**src/rtl/life_cellular_automaton_step_macros.svh**
```systemverilog
// Assertion macros for modules that check their own behavior.
// Each macro expects signals named clk and arst_n in the module that uses it.
`ifndef LIFE_CELLULAR_AUTOMATON_STEP_MACROS_SVH
`define LIFE_CELLULAR_AUTOMATON_STEP_MACROS_SVH

// The consequent must hold in the same cycle as the antecedent.
`define LCA_ASSERT_SAME(label, ante, cons, msg) \
	label: assert property (@(posedge clk) disable iff (!arst_n) (ante) |-> (cons)) \
		else $error(msg);

// The consequent must hold in the cycle after the antecedent.
`define LCA_ASSERT_NEXT(label, ante, cons, msg) \
	label: assert property (@(posedge clk) disable iff (!arst_n) (ante) |=> (cons)) \
		else $error(msg);

`endif

```
**src/rtl/lca_pkg.sv**
```systemverilog
`default_nettype none

package lca_pkg;

	// Field widths of the item, result and configuration channels.
	localparam int FUNC_W     = 2;
	localparam int COL_W      = 6;
	localparam int ROW_W      = 5;
	localparam int GW_W       = 7;
	localparam int GH_W       = 6;
	localparam int CFG_IDX_W  = 1;
	localparam int CFG_DATA_W = 7;

	// Configuration register indexes.
	localparam logic [CFG_IDX_W-1:0] REG_GRID_WIDTH  = 1'b0;
	localparam logic [CFG_IDX_W-1:0] REG_GRID_HEIGHT = 1'b1;

	// Reset values of the grid size registers.
	localparam logic [GW_W-1:0] GW_RESET = 7'd36;
	localparam logic [GH_W-1:0] GH_RESET = 6'd22;

	// Neighbor counts of the life rule.
	localparam logic [3:0] NEIGH_STAY  = 4'd2;
	localparam logic [3:0] NEIGH_BIRTH = 4'd3;

	// Operation codes of an input item.
	typedef enum logic [FUNC_W-1:0] {
		FN_WRITE   = 2'd0,
		FN_ADVANCE = 2'd1,
		FN_READ    = 2'd2,
		FN_NONE    = 2'd3
	} lca_func_t;

	// Controller states.
	typedef enum logic [2:0] {
		ST_IDLE,
		ST_DECODE,
		ST_CELL,
		ST_GEN,
		ST_DRAIN,
		ST_DONE
	} lca_state_t;

	// Commands from the controller to the datapath.
	typedef struct packed {
		logic capture;
		logic cell_rd;
		logic cell_wr;
		logic gen_start;
		logic gen_issue;
		logic gen_finish;
		logic res_load;
	} lca_cmd_t;

	// Status from the datapath to the controller.
	typedef struct packed {
		lca_func_t func;
		logic      in_grid;
		logic      issue_last;
		logic      pipe_busy;
	} lca_sts_t;

endpackage

`default_nettype wire

```
**src/rtl/life_cellular_automaton_step.sv**
```systemverilog
// Game of Life on a bounded, non-wrapping grid held in a row-wide memory with one
// read and one write port. Each accepted item gives one result: a cell write or
// read goes through decode and a row read, where a write puts the row back, to its
// loaded result; an unused code or an out-of-grid coordinate goes from decode to
// the result; a generation sweeps one row read per cycle through the memory read
// port, writing each new row back in place behind a three-row window. Reset
// needs no clearing pass; per-row valid bits make the grid read as dead at once.
// Configuration is accepted every cycle and must only be written while idle.
`default_nettype none

`include "life_cellular_automaton_step_macros.svh"

module life_cellular_automaton_step #(
	parameter int MAX_COLS = 64,
	parameter int MAX_ROWS = 32
) (
	input  wire                             clk,
	input  wire                             arst_n,
	input  wire                             in_valid,
	output logic                            in_stall,
	input  wire [lca_pkg::FUNC_W-1:0]       func,
	input  wire [lca_pkg::COL_W-1:0]        col,
	input  wire [lca_pkg::ROW_W-1:0]        row,
	input  wire                             value,
	output logic                            out_valid,
	input  wire                             out_stall,
	output logic                            cell_value,
	output logic                            out_of_range,
	input  wire                             cfg_valid,
	output logic                            cfg_ready,
	input  wire [lca_pkg::CFG_IDX_W-1:0]    cfg_index,
	input  wire [lca_pkg::CFG_DATA_W-1:0]   cfg_data
);
	import lca_pkg::*;

	logic [GW_W-1:0] grid_width_q;
	logic [GH_W-1:0] grid_height_q;
	lca_cmd_t        cmd;
	lca_sts_t        sts;

	// Configuration registers; every write transfer is taken at once.
	assign cfg_ready = 1'b1;

	always_ff @(posedge clk or negedge arst_n) begin
		if (!arst_n) begin
			grid_width_q  <= GW_RESET;
			grid_height_q <= GH_RESET;
		end else if (cfg_valid && cfg_ready) begin
			unique case (cfg_index)
				REG_GRID_WIDTH:  grid_width_q  <= cfg_data[GW_W-1:0];
				REG_GRID_HEIGHT: grid_height_q <= cfg_data[GH_W-1:0];
				default: begin
				end
			endcase
		end
	end

	// Controller.
	lca_ctrl u_ctrl (
		.clk       (clk),
		.arst_n    (arst_n),
		.in_valid  (in_valid),
		.in_stall  (in_stall),
		.out_valid (out_valid),
		.out_stall (out_stall),
		.sts       (sts),
		.cmd       (cmd)
	);

	// Grid datapath.
	lca_grid #(
		.MAX_COLS (MAX_COLS),
		.MAX_ROWS (MAX_ROWS)
	) u_grid (
		.clk          (clk),
		.arst_n       (arst_n),
		.cmd          (cmd),
		.sts          (sts),
		.grid_width   (grid_width_q),
		.grid_height  (grid_height_q),
		.func         (func),
		.col          (col),
		.row          (row),
		.value        (value),
		.cell_value   (cell_value),
		.out_of_range (out_of_range)
	);

	// An accepted item keeps the input side stalled until its result is loaded.
	`LCA_ASSERT_NEXT(a_accept_stalls, in_valid && !in_stall, in_stall, "input not stalled after accept")

	// A fresh result appears only as the controller returns to idle.
	`LCA_ASSERT_SAME(a_result_at_idle, $rose(out_valid), !in_stall, "result loaded while still busy")

	// A result never reports a cell value and an out-of-grid coordinate together.
	`LCA_ASSERT_SAME(a_result_fields, out_valid, !(cell_value && out_of_range), "conflicting result")

endmodule

`default_nettype wire

```
**src/rtl/lca_ctrl.sv**
```systemverilog
`default_nettype none

module lca_ctrl (
	input  wire              clk,
	input  wire              arst_n,
	input  wire              in_valid,
	output logic             in_stall,
	output logic             out_valid,
	input  wire              out_stall,
	input  lca_pkg::lca_sts_t sts,
	output lca_pkg::lca_cmd_t cmd
);
	import lca_pkg::*;

	lca_state_t state_q;
	lca_state_t state_nxt;
	logic       out_valid_q;

	// State register.
	always_ff @(posedge clk or negedge arst_n) begin
		if (!arst_n) begin
			state_q <= ST_IDLE;
		end else begin
			state_q <= state_nxt;
		end
	end

	// Next state and commands.
	always_comb begin
		state_nxt = state_q;
		cmd       = '0;
		unique case (state_q)
			ST_IDLE: begin
				if (in_valid) begin
					cmd.capture = 1'b1;
					state_nxt   = ST_DECODE;
				end
			end
			ST_DECODE: begin
				unique case (sts.func) inside
					FN_WRITE, FN_READ: begin
						if (sts.in_grid) begin
							cmd.cell_rd = 1'b1;
							state_nxt   = ST_CELL;
						end else begin
							state_nxt = ST_DONE;
						end
					end
					FN_ADVANCE: begin
						cmd.gen_start = 1'b1;
						state_nxt     = ST_GEN;
					end
					default: begin
						state_nxt = ST_DONE;
					end
				endcase
			end
			ST_CELL: begin
				// The row is now read; a write puts it back with one bit changed.
				cmd.cell_wr = (sts.func == FN_WRITE);
				state_nxt   = ST_DONE;
			end
			ST_GEN: begin
				cmd.gen_issue = 1'b1;
				if (sts.issue_last) begin
					state_nxt = ST_DRAIN;
				end
			end
			ST_DRAIN: begin
				if (!sts.pipe_busy) begin
					cmd.gen_finish = 1'b1;
					state_nxt      = ST_DONE;
				end
			end
			ST_DONE: begin
				if (!out_valid_q || !out_stall) begin
					cmd.res_load = 1'b1;
					state_nxt    = ST_IDLE;
				end
			end
			default: begin
				state_nxt = ST_IDLE;
			end
		endcase
	end

	// Output register valid: set on load, cleared by a transfer.
	always_ff @(posedge clk or negedge arst_n) begin
		if (!arst_n) begin
			out_valid_q <= 1'b0;
		end else if (cmd.res_load) begin
			out_valid_q <= 1'b1;
		end else if (!out_stall) begin
			out_valid_q <= 1'b0;
		end
	end

	assign in_stall  = (state_q != ST_IDLE);
	assign out_valid = out_valid_q;

endmodule

`default_nettype wire

```
**src/rtl/lca_grid.sv**
```systemverilog
`default_nettype none

module lca_grid #(
	parameter int MAX_COLS = 64,
	parameter int MAX_ROWS = 32
) (
	input  wire                         clk,
	input  wire                         arst_n,
	input  lca_pkg::lca_cmd_t           cmd,
	output lca_pkg::lca_sts_t           sts,
	input  wire [lca_pkg::GW_W-1:0]     grid_width,
	input  wire [lca_pkg::GH_W-1:0]     grid_height,
	input  wire [lca_pkg::FUNC_W-1:0]   func,
	input  wire [lca_pkg::COL_W-1:0]    col,
	input  wire [lca_pkg::ROW_W-1:0]    row,
	input  wire                         value,
	output logic                        cell_value,
	output logic                        out_of_range
);
	import lca_pkg::*;

	localparam int RAW = $clog2(MAX_ROWS);
	localparam int RCW = $clog2(MAX_ROWS + 1);
	localparam int CIW = $clog2(MAX_COLS);

	// Grid size in use, clamped to the storage.
	logic [15:0]         gw16;
	logic [15:0]         gh16;
	logic [15:0]         nc16;
	logic [15:0]         nr16;
	logic [RCW-1:0]      nr_cnt;
	logic [MAX_COLS-1:0] col_mask;

	// Captured item.
	lca_func_t           func_q;
	logic [COL_W-1:0]    col_q;
	logic [ROW_W-1:0]    row_q;
	logic                value_q;
	logic                inside_q;
	logic [15:0]         row_ext;
	logic [15:0]         col_ext;
	logic [RAW-1:0]      row_idx;
	logic [CIW-1:0]      col_idx;

	// Row memory and per-row valid bits.
	logic [MAX_COLS-1:0] mem [MAX_ROWS];
	logic [MAX_ROWS-1:0] row_vld_q;
	logic                rd_en;
	logic [RAW-1:0]      rd_addr;
	logic [MAX_COLS-1:0] rd_data_q;
	logic                rd_rowv_q;
	logic [MAX_COLS-1:0] rd_row;
	logic                wr_en;
	logic [RAW-1:0]      wr_addr;
	logic [MAX_COLS-1:0] wr_data;
	logic [MAX_COLS-1:0] cell_row;

	// Generation sweep.
	logic [RCW-1:0]      gen_k_q;
	logic                issue_last;
	logic                sh_vld_s1;
	logic                sh_zero_s1;
	logic [RCW-1:0]      sh_idx_s1;
	logic [RCW-1:0]      sh_prev;
	logic                wr_vld_s2;
	logic [RAW-1:0]      wr_idx_s2;
	logic [MAX_COLS-1:0] above_q;
	logic [MAX_COLS-1:0] mid_q;
	logic [MAX_COLS-1:0] below_q;
	logic [MAX_COLS-1:0] below_in;
	logic [MAX_COLS+1:0] ap;
	logic [MAX_COLS+1:0] mp;
	logic [MAX_COLS+1:0] bp;
	logic [MAX_COLS-1:0] next_row;

	// Result register.
	logic                cell_value_q;
	logic                oor_q;

	// Clamp the configured size and build the column mask.
	always_comb begin
		gw16   = 16'(grid_width);
		gh16   = 16'(grid_height);
		nc16   = (gw16 > 16'(MAX_COLS)) ? 16'(MAX_COLS) : gw16;
		nr16   = (gh16 > 16'(MAX_ROWS)) ? 16'(MAX_ROWS) : gh16;
		nr_cnt = nr16[RCW-1:0];
		for (int c = 0; c < MAX_COLS; c++) begin
			col_mask[c] = (16'(c) < nc16);
		end
	end

	// Capture the item and whether its coordinate lies in the grid.
	always_ff @(posedge clk) begin
		if (cmd.capture) begin
			func_q   <= lca_func_t'(func);
			col_q    <= col;
			row_q    <= row;
			value_q  <= value;
			inside_q <= (16'(col) < nc16) && (16'(row) < nr16);
		end
	end

	assign row_ext = 16'(row_q);
	assign col_ext = 16'(col_q);
	assign row_idx = row_ext[RAW-1:0];
	assign col_idx = col_ext[CIW-1:0];

	// Sweep counter: one row read is issued per cycle, the last step feeds a dead row.
	always_ff @(posedge clk) begin
		if (cmd.gen_start) begin
			gen_k_q <= '0;
		end else if (cmd.gen_issue) begin
			gen_k_q <= gen_k_q + RCW'(1);
		end
	end

	assign issue_last = (gen_k_q == nr_cnt);

	// Memory read port.
	assign rd_en   = cmd.cell_rd || (cmd.gen_issue && !issue_last);
	assign rd_addr = cmd.gen_issue ? gen_k_q[RAW-1:0] : row_idx;

	// A row that was never written since reset or a generation reads as dead.
	assign rd_row = rd_rowv_q ? rd_data_q : '0;

	// Cell write: the read row with one bit replaced.
	always_comb begin
		cell_row          = rd_row;
		cell_row[col_idx] = value_q;
	end

	// Memory write port, shared by cell writes and the sweep.
	assign wr_en   = wr_vld_s2 || cmd.cell_wr;
	assign wr_addr = wr_vld_s2 ? wr_idx_s2 : row_idx;
	assign wr_data = wr_vld_s2 ? next_row : cell_row;

	always_ff @(posedge clk) begin
		if (wr_en) begin
			mem[wr_addr] <= wr_data;
		end
		if (rd_en) begin
			rd_data_q <= mem[rd_addr];
			rd_rowv_q <= row_vld_q[rd_addr];
		end
	end

	// Row valid bits: set by a write, cleared beyond the rows in use when a generation ends.
	always_ff @(posedge clk or negedge arst_n) begin
		if (!arst_n) begin
			row_vld_q <= '0;
		end else begin
			if (wr_en) begin
				row_vld_q[wr_addr] <= 1'b1;
			end
			if (cmd.gen_finish) begin
				for (int r = 0; r < MAX_ROWS; r++) begin
					if (16'(r) >= nr16) begin
						row_vld_q[r] <= 1'b0;
					end
				end
			end
		end
	end

	// Sweep pipeline control: read, shift into the window, write back.
	always_ff @(posedge clk or negedge arst_n) begin
		if (!arst_n) begin
			sh_vld_s1 <= 1'b0;
			wr_vld_s2 <= 1'b0;
		end else begin
			sh_vld_s1 <= cmd.gen_issue;
			wr_vld_s2 <= sh_vld_s1 && (sh_idx_s1 != '0);
		end
	end

	assign sh_prev = sh_idx_s1 - RCW'(1);

	always_ff @(posedge clk) begin
		sh_zero_s1 <= issue_last;
		sh_idx_s1  <= gen_k_q;
		wr_idx_s2  <= sh_prev[RAW-1:0];
	end

	// Three-row window of the old generation; columns beyond the grid enter as dead.
	assign below_in = sh_zero_s1 ? '0 : (rd_row & col_mask);

	always_ff @(posedge clk) begin
		if (cmd.gen_start) begin
			above_q <= '0;
			mid_q   <= '0;
			below_q <= '0;
		end else if (sh_vld_s1) begin
			above_q <= mid_q;
			mid_q   <= below_q;
			below_q <= below_in;
		end
	end

	// Life rule for every column of the middle row.
	always_comb begin
		logic [3:0] cnt;
		ap = {1'b0, above_q, 1'b0};
		mp = {1'b0, mid_q, 1'b0};
		bp = {1'b0, below_q, 1'b0};
		for (int c = 0; c < MAX_COLS; c++) begin
			cnt = 4'(ap[c]) + 4'(ap[c+1]) + 4'(ap[c+2]) + 4'(mp[c]) + 4'(mp[c+2])
				+ 4'(bp[c]) + 4'(bp[c+1]) + 4'(bp[c+2]);
			if (mid_q[c]) begin
				next_row[c] = col_mask[c] && ((cnt == NEIGH_STAY) || (cnt == NEIGH_BIRTH));
			end else begin
				next_row[c] = col_mask[c] && (cnt == NEIGH_BIRTH);
			end
		end
	end

	// Result register.
	always_ff @(posedge clk) begin
		if (cmd.res_load) begin
			cell_value_q <= (func_q == FN_READ) && inside_q && rd_row[col_idx];
			oor_q        <= ((func_q == FN_WRITE) || (func_q == FN_READ)) && !inside_q;
		end
	end

	assign cell_value   = cell_value_q;
	assign out_of_range = oor_q;

	// Status to the controller.
	always_comb begin
		sts.func       = func_q;
		sts.in_grid    = inside_q;
		sts.issue_last = issue_last;
		sts.pipe_busy  = sh_vld_s1 || wr_vld_s2;
	end

endmodule

`default_nettype wire
```
**config.mk**
```make
export PLATFORM = sky130hd
export DESIGN_NAME = life_cellular_automaton_step
export DESIGN_NICKNAME = d
export VERILOG_FILES = /design/src/rtl/lca_pkg.sv /design/src/rtl/life_cellular_automaton_step.sv /design/src/rtl/lca_ctrl.sv /design/src/rtl/lca_grid.sv
export VERILOG_INCLUDE_DIRS = /design/src /design/src/rtl
export SDC_FILE = /design/constraint.sdc
export NUM_CORES = 2
export LEC_CHECK = 0
export BUFFER_PORTS_ARGS = -buffer_cell sky130_fd_sc_hd__buf_2
export CORE_ASPECT_RATIO = 1.2
export CORE_UTILIZATION = 35
export CTS_CLUSTER_DIAMETER = 30
export CTS_CLUSTER_SIZE = 24
export DETAILED_ROUTE_END_ITERATION = 7
export HOLD_SLACK_MARGIN = 0.12
export PLACE_DENSITY = 0.53
export RECOVER_POWER = 50
export SYNTH_ARGS = -nofsm -noshare
export SYNTH_HDL_FRONTEND = slang
export SYNTH_SLANG_ARGS = --single-unit
export TNS_END_PERCENT = 20
```
**constraint.sdc**
```tcl
create_clock -name clk -period 7.1 [get_ports clk]
set_clock_uncertainty 0.15 [all_clocks]
set_input_delay 0.355 -clock clk [delete_from_list [all_inputs] [get_ports clk]]
set_output_delay 0.355 -clock clk [all_outputs]
set_load 0.02 [all_outputs]
```
After elaboration in Yosys (flattened, before gate mapping)
Memories as Yosys holds them, arrays and structs flattened. A register that Yosys moved wholly into a read port is not among the register bits.
Cells that the tools add are included.
{"block": "op_classes", "add_sub_neg": 443, "magnitude_cmp": 105, "n_eq_ne": 141, "mux": 138, "n_bitwise": 3, "n_reduce_logical": 217}
{"cell": "$add A4 B1 Y4", "n": 378}
{"cell": "$eq A4 B2 Y1 const B", "n": 128}
{"cell": "$lt A6 B16 Y1 const A", "n": 32}
{"cell": "$ge A5 B16 Y1 const A", "n": 16}
{"cell": "$lt A5 B16 Y1 const A", "n": 16}
{"cell": "$mux W64", "n": 3}
{"cell": "$logic_and A1 B1 Y1", "n": 136}
{"cell": "$ge A4 B16 Y1 const A", "n": 8}
{"cell": "$lt A4 B16 Y1 const A", "n": 8}
{"cell": "$add A1 B1 Y2", "n": 63}
{"cell": "$mux W1", "n": 117}
{"cell": "$logic_or A1 B1 Y1", "n": 69}
{"cell": "$and A64 B64 Y64", "n": 1}
{"cell": "$bwmux W64", "n": 1}
{"cell": "$ge A3 B16 Y1 const A", "n": 4}
{"cell": "$lt A3 B16 Y1 const A", "n": 4}
{"cell": "$mux W32", "n": 2}
{"cell": "$ge A1 B16 Y1 const A", "n": 2}
{"cell": "$ge A2 B16 Y1 const A", "n": 2}
{"cell": "$lt A1 B16 Y1 const A", "n": 2}
{"cell": "$lt A2 B16 Y1 const A", "n": 2}
{"cell": "$or A32 B32 Y32", "n": 1}
{"cell": "$pmux W3 S6", "n": 1}
{"cell": "$lt A5 B16 Y1", "n": 1}
{"cell": "other kinds (35)", "n": 50}
{"block": "word_totals", "register_bits": 279, "mem_bits_rw": 2048, "inputBits": 27, "output_inout_bits": 5, "memories": 1}
{"memory": "u_grid.mem", "depth": 32, "width": 64, "read_ports": 1, "rd_ports_with_merged_regs": 1, "write_ports": 1, "line": "lca_grid.sv:46", "text": "logic [MAX_COLS-1:0] mem [MAX_ROWS];"}

Logic depth before layout (Yosys ltp)
{"block": "depth", "depth_word": 12, "mapped_depth": 13}

Cells and area by module
A second synthesis with hierarchy kept.
{"block": "hier_totals", "cells_unflattened": 8782, "area_unflattened_um2": 110821.3}
{"module": "lca_grid", "instances": 1, "cells_each": 8712, "area_per_inst_um2": 109936.7, "seq_area_each_um2": 69016.2}
{"module": "life_cellular_automaton_step", "instances": 1, "cells_each": 31, "area_per_inst_um2": 546.8, "seq_area_each_um2": 331.6}
{"module": "lca_ctrl", "instances": 1, "cells_each": 39, "area_per_inst_um2": 337.8, "seq_area_each_um2": 100.1}

Least setup slack after synthesis
No wires, ideal clock.
{"block": "synth_timing", "path_type": "reg-to-reg", "startpoint": "reg grid_height_q[2]", "endpoint": "reg u_grid.rd_data_q[0], read port of u_grid.mem, enable pin", "t_arrival_ps": 4472, "t_required_ps": 6441, "setup_slack_ps": 1969, "path_stages_with_launch": 8, "n_path_buf": 1, "path_cell_list": "dfstp_2 > clkbuf_1 > nor4bb_1 > a31oi_1 > o32a_1 > nor2_1 > nand2b_1 > a21oi_1"}
{"element": "start, declared", "line": "life_cellular_automaton_step.sv:37", "text": "logic [GH_W-1:0] grid_height_q;"}
{"element": "start signal, assigned", "line": "life_cellular_automaton_step.sv:51", "text": "REG_GRID_HEIGHT: grid_height_q <= cfg_data[GH_W-1:0];"}
{"element": "end, declared", "line": "lca_grid.sv:50", "text": "logic [MAX_COLS-1:0] rd_data_q;"}

Worst setup path in the final report
{"block": "layout_timing", "startpoint": "reg u_grid.wr_vld_s2", "endpoint": "mem u_grid.mem[26][2], enable pin"}
{"block": "layout_between", "elab_chain_cells": 3, "word_cells_on_any_way": 4, "classes_between": "mux: 3; reduce/logical: 1"}
{"element": "start, declared", "line": "lca_grid.sv:65", "text": "logic wr_vld_s2;"}
{"element": "start signal, assigned", "line": "lca_grid.sv:172", "text": "wr_vld_s2 <= sh_vld_s1 && (sh_idx_s1 != '0);"}
{"element": "$logic_or A1 B1 Y1", "line": "lca_grid.sv:133", "text": "assign wr_en = wr_vld_s2 || cmd.cell_wr;"}
{"element": "$mux W1", "line": "lca_grid.sv:138", "text": "if (wr_en) begin"}
{"element": "$mux W1 (not written as such)", "line": "lca_grid.sv:139", "text": "mem[wr_addr] <= wr_data;"}
{"element": "end, declared", "line": "lca_grid.sv:46"}
Parallel ways exist; a longest one is shown, timed or not.

==> metrics.cfg <==
[drt]
antenna_left = 0
drtIter0Drc = 6509
drt-wirelength-per-cell_um = 28.6
wl_mm = 335
first_pass_iters = 6
vias = 63800
drc = 0
via_per_inst = 5.45

[synth]
yosysTopAreaCellShare_pct = 61.1
synth-edff-count = 2130
syn_avg_cell_area_um2 = 14.8
yosysSeqAreaShare_pct = 66.4
yosys.area.top_type = edfxtp_1
ys_async_sr_fraction_pct = 2.13
ys.flop_type = edfxtp_1
syn_inst = 7051
syn_area_mm2 = 0.105
synth-seq-cells = 2391
yosysUniqueCellTypes = 74
synth_area_leaders = edfxtp_1 61%, mux2i_1 11%, fa_1 4.8%, dfxtp_1 4.0%, o22ai_1 3.3%
yosysWarningCount = 0
syn-num-nets = 7531

[sta]
slew_headroom_pct = -187
rsz0062_at_grt = false
setup_violations = 0
tns_ns = 0
finalCriticalPeriod_ns = 6.03
max_freq_mhz = 166
worstMarginPinSlew_ns = 4.30
hold_violations = 0
slew_violations = 1575
post-route-period-util_pct = 84.9

[grt]
grt_overflow_total = 0
grt_pass1_vias = 63500
antenna_found_initial = 8
grt_usage_pct = 21.8
grt_pass1_wl_mm = 471
grt_max_degree = 166

[pwr]
ir_drop_mv = 0.223
cellPowerDensity_mw_per_mm2 = 374
p_int_uw = 32800
leakagePower_uw = 0.0458
p_sw_uw = 14000
pwr-share-clk_pct = 42.2
pwr-share-seq_pct = 38.1
swShare_pct = 29.9
combinationalPowerShare_pct = 19.7

[worst_setup_path]
cp_num_buf_inv = 2
slowest_delay_ns = 1.80
required_ns = 7.40
worst_setup_path_start_kind = flop
cp_slowest_cell = clkbuf_1
cp.arrival_ns = 6.33
end_kind = flop
path_max_fanout = 65
r2r_slack_ns = 1.07
crit_chain = clkbuf_1, nand3b_1, o31ai_1, nand2_1, nor2_4, clkbuf_4
worst-setup-path-type = flop to flop
cp_top_family = buffers and inverters

[clock_tree]
cts_root_buf = clkbuf_16
clk_path_buf_depth = 4
numCtsBuffers = 417
cts_sinks = 2391
clk_transition_reported_paths_ns = 0.05
cts_tree = yes
insertion_delay_ns = 0.91
htree_num_levels = 5

[outcome]
failed_checks = capacitance limit, slew limit
status = complete, but fails checks

[cells_and_area]
syn_to_final_growth_pct = 19.4
drive_above_1_share_pct = 13.3
finalNonFillerCells = 11700
layout_common_cells = 2,130 x edfxtp_1, 1,175 x mux2i_1, 648 x inv_1
num-fill-cells = 26800
final_nets = 7854
layout_commonest_cell = edfxtp_1
utilization_pct = 42.1

[placement]
place_inst = 10900
dp_hpwl_mm = 185
portBuffers = 30
gp_congestion = 0.874

[floorplan]
num_io_pins = 32
dieHeight_um = 601
die-area_mm2 = 0.301
die_w_um = 501
rows = 219
initial_core_util_pct = 35.2
core-area_mm2 = 0.297

[flow_run]
max_cap_violations = 28

[hold_path]
min_path_type = primary input to flop

==> cell type report <==
cell class / count / area (µm²) / area share (%)
Timing Repair Buffer: 277 / 2520 / 2.02
Tap cell: 3978 / 4980 / 3.98
Inverter: 649 / 2440 / 1.95
Clock buffer: 483 / 11000 / 8.77
Multi-Input combinational cell: 3638 / 31700 / 25.3
Antenna cell: 5 / 12.5 / 0.0100
Clock inverter: 281 / 2950 / 2.36
Sequential cell: 2391 / 69400 / 55.6
==> worst reg2reg max path: cells and delay by family, from the launching register on <==
kind | cells | cell delay [ns]
buf+inv | 2 | 3.19
flops | 1 | 0.93
simple gates | 3 | 0.96
compound gates | 1 | 0.16
==> Yosys cell counts (6+ instances only) <==
| cell type | count |
|---|---|
| clkbuf_1 | 148 |
| or4_1 | 12 |
| nand4_1 | 6 |
| o22ai_1 | 545 |
| a31oi_1 | 57 |
| nor3b_1 | 12 |
| dfrtp_1 | 46 |
| nand3b_1 | 9 |
| dfxtp_1 | 210 |
| buf_4 | 56 |
| or2_2 | 6 |
| mux2_2 | 28 |
| a211oi_1 | 9 |
| nand2_1 | 234 |
| ha_1 | 201 |
| a311oi_1 | 13 |
| buf_6 | 10 |
| o2111ai_1 | 7 |
| a32oi_1 | 40 |
| nor3_1 | 43 |
| o2bb2ai_1 | 13 |
| fa_1 | 252 |
| o32a_1 | 6 |
| nor2_1 | 349 |
| mux4_2 | 6 |
| nand3_1 | 26 |
| edfxtp_1 | 2130 |
| inv_1 | 647 |
| o22a_1 | 7 |
| o211ai_1 | 19 |
| nand2b_1 | 17 |
| o21ai_0 | 60 |
| a21oi_1 | 194 |
| mux2i_1 | 1177 |
| nor2b_1 | 11 |
| buf_1 | 23 |
| nor4_1 | 144 |
| xor2_1 | 10 |
| a2111oi_0 | 61 |
| buf_2 | 136 |
==> final timing paths <==
| path | cells past startpoint | endpoint | start |
|---|---|---|---|
| worst max-delay path | 6 | u_grid.mem[26][2] | u_grid.wr_vld_s2 |
| max in group asynchronous | 4 | u_grid.row_vld_q[2] | arst_n |
| min in group asynchronous | 4 | u_grid.wr_vld_s2 | arst_n |
| worst min-delay path | 3 | grid_height_q[2] | cfg_data[2] |
| worst max register to register | 6 | u_grid.mem[26][2] | u_grid.wr_vld_s2 |
| worst min register to register | 0 | u_grid.sh_idx_s1[5] | u_grid.gen_k_q[5] |
==> what timing repair did <==
action,in CTS,in global routing
gates resized for setup,0,0
buffers inserted,0,0
hold endpoints to repair,99,0
hold buffers,50,0
==> registers in the layout, summed over array words and instances, names as in the netlist, 7 cells and up <==
register,count
u_grid.rd_data_q,64
grid_width_q,7
u_grid.mem,2048
u_grid.above_q,64
u_grid.mid_q,64
u_grid.row_vld_q,32
u_grid.below_q,64
==> power groups by stage <==
stage / clock (µW) / sequential, µW / combinational (µW)
after floorplan: 0 / 17600 / 6230
after global placement: 0 / 18000 / 8900
after detailed placement: 0 / 18100 / 9090
after CTS: 19900 / 17800 / 9190
after global routing: 20600 / 17900 / 10100
final: 19700 / 17800 / 9200
==> metrics by stage <==
| step | instance area, µm² | setup slack (ns) | hold WS (ns) | power, µW |
|---|---|---|---|---|
| 2_1_floorplan | 105000 | 1.97 | -0.0906 | 23800 |
| 3_3_place_gp | 111000 | 2.26 | 0.279 | 26900 |
| 3_5_place_dp | 111000 | 2.25 | 0.278 | 27100 |
| 4_1_cts | 125000 | 2.24 | 0.123 | 46900 |
| 5_1_grt | 125000 | 1.01 | 0.156 | 48600 |
| 6_report | 125000 | 1.07 | 0.152 | 46700 |
==> kinds of logic (layout without fill, tap and decap cells) <==
group	after synthesis	in the layout	synth area share, %
buffers and inverters	1022	1690	4.10
muxes	1214	1214	11.7
xor gates and xnor gates	13	13	0.109
other	1	6	0.00358
adders and majority gates	453	453	7.22
AOI/OAI and AO/OA	1071	1071	6.58
DFF	2391	2391	66.4
and+or+nand+nor	886	886	3.89
==> layer usage <==
| layer | up-vias | GRT usage [%] | routed length, µm |
|---|---|---|---|
| met3 | 599 | 3.10 | 21500 |
| met5 | - | 0 | 8 |
| met2 | 2422 | 36.4 | 161000 |
| met1 | 33400 | 28.8 | 140000 |
| met4 | 2 | 7.92 | 12600 |
| li1 | 27400 | - | - |
Note: power is estimated with default switching activity, not from simulation.
